<file path="src/sv/ckd_pkg.sv">
// shared constants and types of the chord keyboard detector
package ckd_pkg;

	localparam int NUM_SWITCHES = 32;
	localparam int MASK_W       = 32;
	localparam int IDX_W        = 6;
	localparam int DELAY_W      = 10;
	localparam int MODE_W       = 4;
	localparam int CFG_IDX_W    = 2;

	localparam logic [IDX_W-1:0] NONE_MARK = 6'd63;

	// running values of the update walk, handed from cell to cell
	typedef struct packed {
		logic             valid;
		logic [IDX_W-1:0] idx;
		logic [IDX_W-1:0] last_rel;
		logic             dtap;
		logic             any_press;
		logic             any_release;
	} ckd_token_t;

	// finishing command broadcast to every cell
	typedef struct packed {
		logic apply;
		logic promote;
		logic hold_req;
		logic send_chord;
	} ckd_cmd_t;

endpackage

</file>
<file path="src/sv/ckd_cell.sv">
// one switch cell: two-bit status, walk step and finishing update
module ckd_cell
	import ckd_pkg::*;
(
	input  logic       clk,
	input  logic       arst_n,
	input  logic       closed,
	input  logic       hold_bit,
	input  ckd_token_t tok_in,
	output ckd_token_t tok_out,
	input  ckd_cmd_t   cmd,
	output logic       chord_bit,
	output logic       down
);

	logic lo_q;
	logic hi_q;
	ckd_token_t tok_q;
	ckd_token_t tok_d;
	logic lo_fin;
	logic hi_fin;

	assign down    = lo_q | hi_q;
	assign tok_out = tok_q;

	// promote, then hold request
	always_comb begin
		lo_fin = lo_q | (cmd.promote & hi_q);
		hi_fin = hi_q;
		if (cmd.hold_req && hold_bit && down) begin
			lo_fin = 1'b1;
			hi_fin = 1'b1;
		end
	end

	assign chord_bit = lo_fin;

	// token handed to the next cell
	always_comb begin
		tok_d     = tok_in;
		tok_d.idx = tok_in.idx + 1'b1;
		if (tok_in.valid) begin
			if (!down && closed) begin
				tok_d.any_press   = 1'b1;
				tok_d.dtap        = tok_in.dtap | (tok_in.idx == tok_in.last_rel);
				tok_d.last_rel    = NONE_MARK;
			end else if (down && !closed) begin
				tok_d.any_release = 1'b1;
				tok_d.last_rel    = tok_in.idx;
			end
		end
	end

	always_ff @(posedge clk or negedge arst_n) begin
		if (!arst_n) begin
			lo_q        <= 1'b0;
			hi_q        <= 1'b0;
			tok_q       <= '0;
		end else begin
			tok_q       <= tok_d;
			if (tok_in.valid) begin
				if (!down && closed) begin
					lo_q              <= 1'b1;
					hi_q              <= 1'b0;
				end else if (down && !closed) begin
					lo_q              <= 1'b0;
					hi_q              <= 1'b0;
				end
			end else if (cmd.apply) begin
				if (cmd.send_chord) begin
					// pressed-only switches become already sent
					lo_q <= lo_fin & hi_fin;
					hi_q <= lo_fin | hi_fin;
				end else begin
					lo_q <= lo_fin;
					hi_q <= hi_fin;
				end
			end
		end
	end

endmodule

</file>
<file path="src/sv/chord_keyboard_detector_core.sv">
// top level of the chord keyboard detector: cell row, timers and packet register
// Takes one finished matrix scan per input beat and gives at most one packet beat
// per scan. Each switch has a cell holding its status; on accepting a scan a token
// enters the first cell and moves one cell per clock, updating presses and releases
// in ascending switch order and tracking the last released switch for double taps.
// After the token leaves the last cell, the finishing state applies double tap,
// held timer, hold request and packet detection to all cells at once and ticks the
// timers. A scan passes the start register that launches the token, the walk across
// the cell row, the result register that collects the token and the finishing state.
// Input is ready again in the cycle after finishing, so the next scan is taken only
// once the last one is through. A finished packet waits in an output register, and
// the next scan is walked meanwhile; its finishing state waits only while that
// register is full and out_ready is low. Configuration is to be written by the user
// through cfg_we / cfg_index / cfg_data only while idle; the block does not check.
module chord_keyboard_detector_core
	import ckd_pkg::*;
(
	input  logic                 clk,
	input  logic                 arst_n,
	// configuration write port
	input  logic                 cfg_we,
	input  logic [CFG_IDX_W-1:0] cfg_index,
	input  logic [DELAY_W-1:0]   cfg_data,
	// scan input channel
	input  logic                 in_valid,
	output logic                 in_ready,
	input  logic [MASK_W-1:0]    pressed_mask,
	input  logic                 hold_valid,
	input  logic [MASK_W-1:0]    hold_mask,
	// packet output channel
	output logic                 out_valid,
	input  logic                 out_ready,
	output logic                 packet_valid,
	output logic                 partial_release,
	output logic [MASK_W-1:0]    chord_mask,
	output logic [MODE_W-1:0]    packet_mode
);

	typedef enum logic [2:0] {
		ST_IDLE   = 3'b001,
		ST_WALK   = 3'b010,
		ST_FINISH = 3'b100
	} ckd_state_t;

	typedef enum logic [CFG_IDX_W-1:0] {
		CFG_GAMING = 2'd0,
		CFG_MODE   = 2'd1,
		CFG_CHORD  = 2'd2,
		CFG_HELD   = 2'd3
	} ckd_cfg_t;

	localparam int TMR_CHORD   = 0;
	localparam int TMR_RELEASE = 1;
	localparam int TMR_HELD    = 2;
	localparam int NUM_TMR     = 3;

	// configuration registers
	logic               gaming_q;
	logic [MODE_W-1:0]  mode_q;
	logic [DELAY_W-1:0] chord_dly_q;
	logic [DELAY_W-1:0] held_dly_q;

	// control and timer state
	ckd_state_t          state_q;
	logic                start_q;
	logic [IDX_W-1:0]    last_rel_q;
	logic [NUM_TMR-1:0]  armed_q;
	logic [DELAY_W-1:0]  cnt_q [NUM_TMR];
	ckd_token_t          res_q;

	// captured scan
	logic [MASK_W-1:0] scan_mask_q;
	logic [MASK_W-1:0] hold_mask_q;
	logic              hold_req_q;

	// packet register
	logic              out_valid_q;
	logic              partial_q;
	logic [MASK_W-1:0] chord_q;
	logic [MODE_W-1:0] pmode_q;

	// cell row
	ckd_token_t              tok [NUM_SWITCHES+1];
	ckd_cmd_t                cmd;
	logic [NUM_SWITCHES-1:0] chord_vec;
	logic [NUM_SWITCHES-1:0] down_vec;
	logic [MASK_W-1:0]       chord_word;

	// finishing logic
	logic                finish_go;
	logic [NUM_TMR-1:0]  start_v;
	logic [NUM_TMR-1:0]  armed_eff;
	logic [NUM_TMR-1:0]  armed_fin;
	logic [DELAY_W-1:0]  cnt_eff [NUM_TMR];
	logic [DELAY_W-1:0]  cnt_fin [NUM_TMR];
	logic [DELAY_W-1:0]  dly_chord;
	logic [DELAY_W-1:0]  dly_held;
	logic                fire_held;
	logic                fire_chord;
	logic                fire_rel;
	logic                send_chord;
	logic                send_rel;

	assign in_ready  = (state_q == ST_IDLE);
	assign finish_go = (state_q == ST_FINISH) && (!out_valid_q || out_ready);

	// token enters the first cell in the cycle after the scan beat
	always_comb begin
		tok[0]          = '0;
		tok[0].valid    = start_q;
		tok[0].last_rel = last_rel_q;
	end

	assign cmd.apply      = finish_go;
	assign cmd.promote    = res_q.dtap | fire_held;
	assign cmd.hold_req   = hold_req_q;
	assign cmd.send_chord = send_chord;

	for (genvar i = 0; i < NUM_SWITCHES; i++) begin : g_cell
		logic closed_b;
		logic hold_b;
		if (i < MASK_W) begin : g_in
			assign closed_b = scan_mask_q[i];
			assign hold_b   = hold_mask_q[i];
		end else begin : g_none
			// switches beyond the input width read open and cannot be held
			assign closed_b = 1'b0;
			assign hold_b   = 1'b0;
		end
		ckd_cell u_cell (
			.clk       (clk),
			.arst_n    (arst_n),
			.closed    (closed_b),
			.hold_bit  (hold_b),
			.tok_in    (tok[i]),
			.tok_out   (tok[i+1]),
			.cmd       (cmd),
			.chord_bit (chord_vec[i]),
			.down      (down_vec[i])
		);
	end

	// chord bits beyond the output width are dropped
	for (genvar b = 0; b < MASK_W; b++) begin : g_chord
		if (b < NUM_SWITCHES) begin : g_bit
			assign chord_word[b] = chord_vec[b];
		end else begin : g_zero
			assign chord_word[b] = 1'b0;
		end
	end

	// timer starts, held check, chord/release check and tick
	always_comb begin
		dly_chord = gaming_q ? '0 : chord_dly_q;
		dly_held  = gaming_q ? '0 : held_dly_q;
		start_v[TMR_CHORD]   = res_q.any_press;
		start_v[TMR_RELEASE] = res_q.any_release;
		start_v[TMR_HELD]    = res_q.any_press | res_q.any_release;
		cnt_eff[TMR_CHORD]   = start_v[TMR_CHORD] ? dly_chord : cnt_q[TMR_CHORD];
		cnt_eff[TMR_RELEASE] = start_v[TMR_RELEASE] ? dly_chord : cnt_q[TMR_RELEASE];
		cnt_eff[TMR_HELD]    = start_v[TMR_HELD] ? dly_held : cnt_q[TMR_HELD];
		armed_eff = armed_q | start_v;

		fire_held  = armed_eff[TMR_HELD] && (cnt_eff[TMR_HELD] == '0);
		fire_chord = armed_eff[TMR_CHORD] && (cnt_eff[TMR_CHORD] == '0);
		fire_rel   = armed_eff[TMR_RELEASE] && (cnt_eff[TMR_RELEASE] == '0);

		// gaming: a fired release also sends a chord and both fired timers disarm
		send_chord = fire_chord | (gaming_q & fire_rel);
		send_rel   = !send_chord && fire_rel;

		armed_fin = armed_eff;
		if (fire_held) begin
			armed_fin[TMR_HELD] = 1'b0;
		end
		if (fire_chord) begin
			armed_fin[TMR_CHORD] = 1'b0;
		end
		if (fire_rel && (gaming_q || !fire_chord)) begin
			armed_fin[TMR_RELEASE] = 1'b0;
		end

		for (int t = 0; t < NUM_TMR; t++) begin
			cnt_fin[t] = cnt_eff[t];
			if (armed_fin[t] && (cnt_eff[t] != '0)) begin
				cnt_fin[t] = cnt_eff[t] - 1'b1;
			end
		end
	end

	// configuration writes
	always_ff @(posedge clk or negedge arst_n) begin
		if (!arst_n) begin
			gaming_q    <= 1'b0;
			mode_q      <= '0;
			chord_dly_q <= 10'd20;
			held_dly_q  <= 10'd200;
		end else if (cfg_we) begin
			case (ckd_cfg_t'(cfg_index))
				CFG_GAMING: gaming_q    <= cfg_data[0];
				CFG_MODE:   mode_q      <= cfg_data[MODE_W-1:0];
				CFG_CHORD:  chord_dly_q <= cfg_data;
				CFG_HELD:   held_dly_q  <= cfg_data;
				default:    ;
			endcase
		end
	end

	// sequencing and timer state
	always_ff @(posedge clk or negedge arst_n) begin
		if (!arst_n) begin
			state_q    <= ST_IDLE;
			start_q    <= 1'b0;
			last_rel_q <= NONE_MARK;
			armed_q    <= '0;
			res_q      <= '0;
			for (int t = 0; t < NUM_TMR; t++) begin
				cnt_q[t] <= '0;
			end
		end else begin
			start_q <= 1'b0;
			case (state_q)
				ST_IDLE: begin
					if (in_valid) begin
						start_q <= 1'b1;
						state_q <= ST_WALK;
					end
				end
				ST_WALK: begin
					if (tok[NUM_SWITCHES].valid) begin
						res_q   <= tok[NUM_SWITCHES];
						state_q <= ST_FINISH;
					end
				end
				ST_FINISH: begin
					if (finish_go) begin
						last_rel_q <= res_q.last_rel;
						armed_q    <= armed_fin;
						for (int t = 0; t < NUM_TMR; t++) begin
							cnt_q[t] <= cnt_fin[t];
						end
						state_q <= ST_IDLE;
					end
				end
				default: state_q <= ST_IDLE;
			endcase
		end
	end

	// scan capture
	always_ff @(posedge clk) begin
		if (in_valid && in_ready) begin
			scan_mask_q <= pressed_mask;
			hold_mask_q <= hold_mask;
			hold_req_q  <= hold_valid;
		end
	end

	// packet register
	always_ff @(posedge clk or negedge arst_n) begin
		if (!arst_n) begin
			out_valid_q <= 1'b0;
		end else if (finish_go && (send_chord || send_rel)) begin
			out_valid_q <= 1'b1;
		end else if (out_ready) begin
			out_valid_q <= 1'b0;
		end
	end

	always_ff @(posedge clk) begin
		if (finish_go && (send_chord || send_rel)) begin
			partial_q <= send_rel & (|down_vec);
			chord_q   <= send_chord ? chord_word : '0;
			pmode_q   <= mode_q;
		end
	end

	assign out_valid       = out_valid_q;
	assign packet_valid    = 1'b1;
	assign partial_release = partial_q;
	assign chord_mask      = chord_q;
	assign packet_mode     = pmode_q;

endmodule
</file>
<file path="config.mk">
export PLATFORM = sky130hd
export DESIGN_NAME = chord_keyboard_detector_core
export DESIGN_NICKNAME = d
export VERILOG_FILES = /design/src/sv/ckd_pkg.sv /design/src/sv/ckd_cell.sv /design/src/sv/chord_keyboard_detector_core.sv
export SDC_FILE = /design/constraint.sdc
export NUM_CORES = 1
export LEC_CHECK = 0
export ABC_AREA = 1
export BUFFER_PORTS_ARGS = -buffer_cell sky130_fd_sc_hd__buf_2
export CORE_MARGIN = 5
export CORE_UTILIZATION = 59
export DETAILED_ROUTE_END_ITERATION = 8
export PLACE_DENSITY = 0.76
export SLEW_MARGIN = 25
export SYNTH_ARGS = -nofsm -noshare
export SYNTH_HDL_FRONTEND = slang
export SYNTH_SLANG_ARGS = --single-unit
</file>
<file path="constraint.sdc">
create_clock -name clk -period 8.2 [get_ports clk]
set_clock_uncertainty 0.1 [all_clocks]
set_input_delay 0.41 -clock clk [delete_from_list [all_inputs] [get_ports clk]]
set_output_delay 0.41 -clock clk [all_outputs]
set_load 0.02 [all_outputs]
</file>
Word level (Yosys, flattened, before mapping)
Index checks and enable logic that the tools add are counted.

cells by class
  bitwise operators = 197
  equality and inequality tests = 72
  multiplexer cells = 563
  reduce and logical (&&, ||, !) cells = 290
  add/sub/neg operators = 33

operators by type and width
  operator                                                                  count
  1-bit two-way mux                                                         423
  6-bit two-way mux                                                         64
  9-bit two-way mux                                                         32
  6-bit == test                                                             30
  6-bit by 1-bit adder with 6-bit output (second input constant)            29
  1-bit logical AND                                                         139
  1-bit OR                                                                  130
  3-bit by 1-bit inequality test with 1-bit output (second input constant)  32
  10-bit two-way mux                                                        8
  2-bit AND reduction                                                       38
  1-bit zero test                                                           67
  1-bit bitwise AND                                                         66
  2-bit nonzero test                                                        33
  2-bit two-way mux                                                         32
  32-bit OR reduction                                                       1
  10-bit zero test                                                          3
  10-bit nonzero test                                                       3
  10-bit by 1-bit subtractor with 10-bit output (second input constant)     3
  3-bit two-way mux                                                         3
  3-bit one-hot mux with 3 select lines                                     1
  1-bit by 6-bit == test with 1-bit output                                  1
  6-bit zero test                                                           1
  2-bit == test (second input constant)                                     2
  2-bit inequality test (second input constant)                             2
  10 further kinds                                                          12

word-level totals
  word-level logic and storage cells = 1432
  bits of input ports = 82
  register bits after elaboration = 745
  output and inout port bits = 40

Longest topological paths before layout
  depth in word-level cells = 12
  depth in mapped cells = 18
  depth with buffers taken out = 15

Cells and area by module
Synthesis repeated with hierarchy kept, for this count alone.

unflattened totals
  cells, all modules = 3848
  area, all modules = 36258.5 µm²

modules (own cells, without submodules)
  module                             instances  sequential area each (µm²)  cells an instance  area each (µm²)
  ckd_cell at g_cell[0].u_cell ...   20         450.4                       95                 868.3
  ckd_cell at g_cell[29].u_cell ...  11         450.4                       92                 888.4
  chord_keyboard_detector_core       1          5029.8                      841                8225.4
  ckd_cell at g_cell[28].u_cell      1          450.4                       95                 894.6

Worst setup path before layout
Ideal clock, no wire load.

  kind = register to register
  start point = reg state_q[0]
  end point = reg hold_mask_q[0], enable pin
  required time = 7610 ps
  stages on the path, launching flop included = 5
  path slack = 3599 ps
  arrival time = 4011 ps
  buffers on the path = 0
  path through = dfstp_2 > inv_1 > nor3_1 > inv_1 > nor2_1

between the ends
  cells in the longest elaborated chain, start to end = 2

ends and longest elaborated chain
  element                                   line                                 source
  from (decl)                               chord_keyboard_detector_core.sv:64   ckd_state_t state_q;
  from (signal assigned)                    chord_keyboard_detector_core.sv:212  state_q <= ST_IDLE;
  from (signal assigned)                    chord_keyboard_detector_core.sv:226  state_q <= ST_WALK;
  from (signal assigned)                    chord_keyboard_detector_core.sv:232  state_q <= ST_FINISH;
  3-bit by 1-bit == test with 1-bit output  chord_keyboard_detector_core.sv:104  assign in_ready = (state_q == ST_IDLE);
  named net in_ready                        chord_keyboard_detector_core.sv:26   output logic in_ready,
  1-bit logical AND                         chord_keyboard_detector_core.sv:252  if (in_valid && in_ready) begin
  to (signal assigned)                      chord_keyboard_detector_core.sv:254  hold_mask_q <= hold_mask;
  to (decl)                                 chord_keyboard_detector_core.sv:73   logic [MASK_W-1:0] hold_mask_q;

The timed path passes the listed nets, and every way through them passes these cells.
A chain may end at the register's enable or synchronous reset.

Final worst setup path
  start point = reg res_q[0] (netlist name)
  end point = reg g_cell[10].u_cell.hi_q

between the ends
  cells in the longest elaborated chain, start to end = 12
  elaborated cells on any way between the ends = 18
  classes of those cells = mux (6); bitwise (8); reduce/logical (4)

ends and longest elaborated chain
  element                 line                                 source
  from (decl)             chord_keyboard_detector_core.sv:69   ckd_token_t res_q;
  from (signal assigned)  chord_keyboard_detector_core.sv:231  res_q <= tok[NUM_SWITCHES];
  1-bit OR                chord_keyboard_detector_core.sv:158  start_v[TMR_HELD] = res_q.any_press | res_q.any_release;
  10-bit two-way mux      chord_keyboard_detector_core.sv:161  cnt_eff[TMR_HELD] = start_v[TMR_HELD] ? dly_held : cnt_q[TMR_HELD];
  10-bit zero test        chord_keyboard_detector_core.sv:164  fire_held = armed_eff[TMR_HELD] && (cnt_eff[TMR_HELD] == '0);
  1-bit logical AND       chord_keyboard_detector_core.sv:164
  1-bit OR                chord_keyboard_detector_core.sv:115  assign cmd.promote = res_q.dtap | fire_held;
  1-bit bitwise AND       ckd_cell.sv:28                       lo_fin = lo_q | (cmd.promote & hi_q);
  1-bit OR                ckd_cell.sv:28
  1-bit two-way mux       ckd_cell.sv:30                       if (cmd.hold_req && hold_bit && down) begin
  1-bit OR                ckd_cell.sv:73                       hi_q <= lo_fin | hi_fin;
  1-bit two-way mux *     ckd_cell.sv:70                       if (cmd.send_chord) begin
  1-bit two-way mux *     ckd_cell.sv:69                       end else if (cmd.apply) begin
  1-bit two-way mux *     ckd_cell.sv:61                       if (tok_in.valid) begin
  to (signal assigned)    ckd_cell.sv:73
  to (signal assigned)    ckd_cell.sv:76                       hi_q <= hi_fin;
  to (decl)               ckd_cell.sv:17                       logic hi_q;

Mark *: on every way between the ends. The rest lies on a longest branch, timed or not. The select of a mux whose other input is x is not followed.

==> summary.md <==
| Metric | Value |
|---|---|
| Clock transition at path regs | 0.06 ns |
| Std cell rows | 85 |
| Final non-filler cell total | 4,252 |
| Gpl congestion | ~0.90 |
| Most instantiated cells after synthesis | nand2_1 (651), dfrtp_1 (621), inv_1 (360), nand3_1 (255), nor2_1 (228) |
| TNS Setup | 0 ns |
| # fillers | between 3,000 and 4,000 |
| PwrDens | ~370 mW/mm^2 |
| DPL Wire Length | 51,600 um |
| Die area | 0.0591 sq mm |
| Endpoints failing setup | 0 |
| Period utilization | around 50% |
| Mapped Area | roughly 0.032 sq mm |
| Global-route wire length before repair | roughly 120,000 um |
| Synth cell types | 54 |
| Synth top area cells | dfrtp_1 (48%), edfxtp_1 (9.6%), nand2_1 (7.6%), xor2_1 (4.6%), inv_1 (4.2%) |
| Achievable clock frequency | approximately 240 MHz |
| Slew HR | between 30% and 40% |
| Crit. End Element | flip-flop |
| Flop-to-flop setup slack | roughly 4.1 ns |
| RSZ-0062 raised after global routing | no |
| Synth top area share | about half |
| Drt first pass iters | 9 |
| Failing checks | DRC |
| HP Class | in -> reg |
| Synthesized flop and latch total | approximately 740 |
| Net total in the final layout | between 3,000 and 4,000 |
| Core Region | roughly 0.054 sq mm |
| Routed via count | approximately 24,000 |
| Finished layout cell area | between 0.03 and 0.04 sq mm |
| Setup crit start kind | flip-flop |
| Worst Max-Slew Pin Slew | between 1 and 1.5 ns |
| Detailed Route Iter0 Violations | about 1,900 |
| Die height | about 240 um |
| Routed wire length | between 70,000 and 80,000 um |
| Min-Delay Path Depth | 4 |
| Io pins | approximately 120 |
| Slew Limit Fails | 0 |
| Clk_lat worst skew | between 0.6 and 0.7 ns |
| Post-synth ARST share | around 86% |
| DRC viols | 2 |
| Vias in the first global route | 24,000 |
| Worst EP required | ~8.6 ns |
| Ys flop type | dfrtp_1 |
| Synth warn | 0 |
| Outcome | finished, violations left |
| Reg-to-Reg End | g_cell[10].u_cell.hi_q |
| Final hold vios | 0 |
| CTS buffer count | 76 |
| Clk buf depth | 3 |
| Sequential area share after synthesis | 59.0% |
| RR Startpoint | res_q[0] |
| Largest net degree at the start of global routing | roughly 180 |
| Largest area contributor in the netlist | dfrtp_1 |
| WHS Endpoint | out_valid |
| Total GRT Usage | 25.9% |
| Reg2Reg Depth | 13 |
| Post-CTS Resized | 0 |
| Area growth, synth to finish | 14.6% |
| Avg WL per Cell | 17.9 um |
| Grt total ovfl | 0 |
| P_leak | 17.8 nW |
| Mean Syn Cell Area | between 9 and 10 sq um |
| Design Power | 13.5 mW |
| Routed Antenna Nets | 0 |
| H-tree Lvls | 3 |
| Clock sink count | 735 |
| Initial Util | about three fifths |
| Final Critical Period | ~4.1 ns |
| Die width | between 200 and 250 um |
| Hold path startpoint | out_ready |
| Port bufs | between 100 and 150 |
| Crit path arrival time | approximately 4.5 ns |
| Via-per-instance ratio | 5.57 |
| Synthesized instance count | between 3,000 and 4,000 |
| Placed cells | slightly above 4,000 |
| Maxcap violations | 0 |
| Peak VDD IR | 0.331 mV |
| EDFF count, synth | between 100 and 150 |
| Area after DPL | roughly 0.033 sq mm |
| Worst-path fanout max | 71 |
| CTS tree | done |
| Initial antenna violation count | 3 |
| Count leader, synth | nand2_1 |
| CP Class | reg -> reg |
| Root buffer selected by CTS | clkbuf_16 |
| Layout cell share with drive strength beyond 1 | between 10 and 15% |
## state kept, by name, summed over array words and instances, names as in the netlist, 6 cells and up
name / cells
g_cell.u_cell.lo_q: 32
chord_mask: 32
res_q: 9
last_rel_q: 6
chord_dly_q: 10
g_cell.u_cell.tok_out: 491
hold_mask_q: 32
scan_mask_q: 32
cnt_q: 30
g_cell.u_cell.hi_q: 32
held_dly_q: 10
## worst max-delay path: stages (launching register included)
cell	delay, ns
dfrtp_1	0.79
inv_2	0.17
o21ai_0	0.37
inv_1	0.12
ha_1	0.21
nand2_1	0.08
nor2_1	0.06
nand4_1	0.11
nand2_4	0.44
inv_2	0.65
buf_4	0.48
nand3_1	0.15
o211ai_1	0.13
nand2_1	0.07
## layer usage
layer	vias up	routed length [um]	GRT usage, %
met5	-	27	0
met4	4	2470	8.80
met3	181	4880	4.91
met2	791	37300	43.1
met1	11600	31700	34.8
li1	11100	-	-
## metrics by stage
| step | hold WS, ns | util [%] | setup slack [ns] |
|---|---|---|---|
| 3_5_place_dp | 0.310 | 62.0 | 4.15 |
| 6_report | 0.0337 | 68.3 | 4.09 |
| 2_1_floorplan | 0.0144 | - | 3.60 |
| 5_1_grt | 0.0504 | 68.3 | 3.77 |
| 3_3_place_gp | 0.309 | 62.0 | 4.23 |
| 4_1_cts | 0.00460 | 68.2 | 4.15 |
## placed cells by master, fill, tap and decap left out, types with 15 or more instances in the layout
master / n
o21ai_0: 149
clkbuf_16: 84
o211ai_1: 40
clkbuf_1: 18
nand2_1: 651
nor2_1: 227
ha_1: 35
edfxtp_1: 102
a21oi_1: 113
xor2_1: 167
dlygate4sd3_1: 75
a41o_1: 15
xnor2_1: 104
inv_1: 360
buf_2: 119
dfrtp_1: 621
nand3_1: 255
a31oi_1: 33
nand4_1: 26
or2_2: 68
nor3_1: 66
## cell families after synthesis
kind of cell	share of synthesized area, %
other	0.0117
adders and majority gates	1.37
and+or+nand+nor	18.6
muxes	0.211
xor gates and xnor gates	7.40
AOI/OAI and AO/OA	8.02
DFF	59.0
buffers and inverters	5.39
## worst max-delay path by stage
stage               slack (ns)  startpoint                      to
floorplan                 3.60  state_q[0]          hold_mask_q[0]
global placement          4.23    res_q[0]  g_cell[10].u_cell.hi_q
detailed placement        4.15    res_q[0]  g_cell[10].u_cell.hi_q
CTS                       4.15    res_q[0]  g_cell[10].u_cell.hi_q
global route              3.77    res_q[0]   g_cell[3].u_cell.hi_q
finish                    4.09    res_q[0]  g_cell[10].u_cell.hi_q
## power breakdown
group / total [mW] / internal, mW / switching (mW)
registers: 6.04 / 5.00 / 1.03
logic: 3.93 / 1.60 / 2.33
clock network: 3.56 / 2.12 / 1.44
total: 13.5 / 8.72 / 4.80
## final cells by class
type | instances | area (sq um) | area share [%]
Sequential cell | 735 | 18900 | 51.5
Timing Repair Buffer | 209 | 1500 | 4.09
Clock buffer | 112 | 2310 | 6.28
Tap cell | 696 | 871 | 2.37
Multi-Input combinational cell | 2100 | 11500 | 31.2
Clock inverter | 30 | 318 | 0.865
Antenna cell | 1 | 2.50 | 0.00681
Inverter | 369 | 1390 | 3.77
## what timing repair did
item | 4_1_cts | 5_1_grt
setup buffers | 0 | 0
endpoints found under the hold margin | 169 | 0
hold buffers | 75 | 0
(Power assumes the default switching activity.)
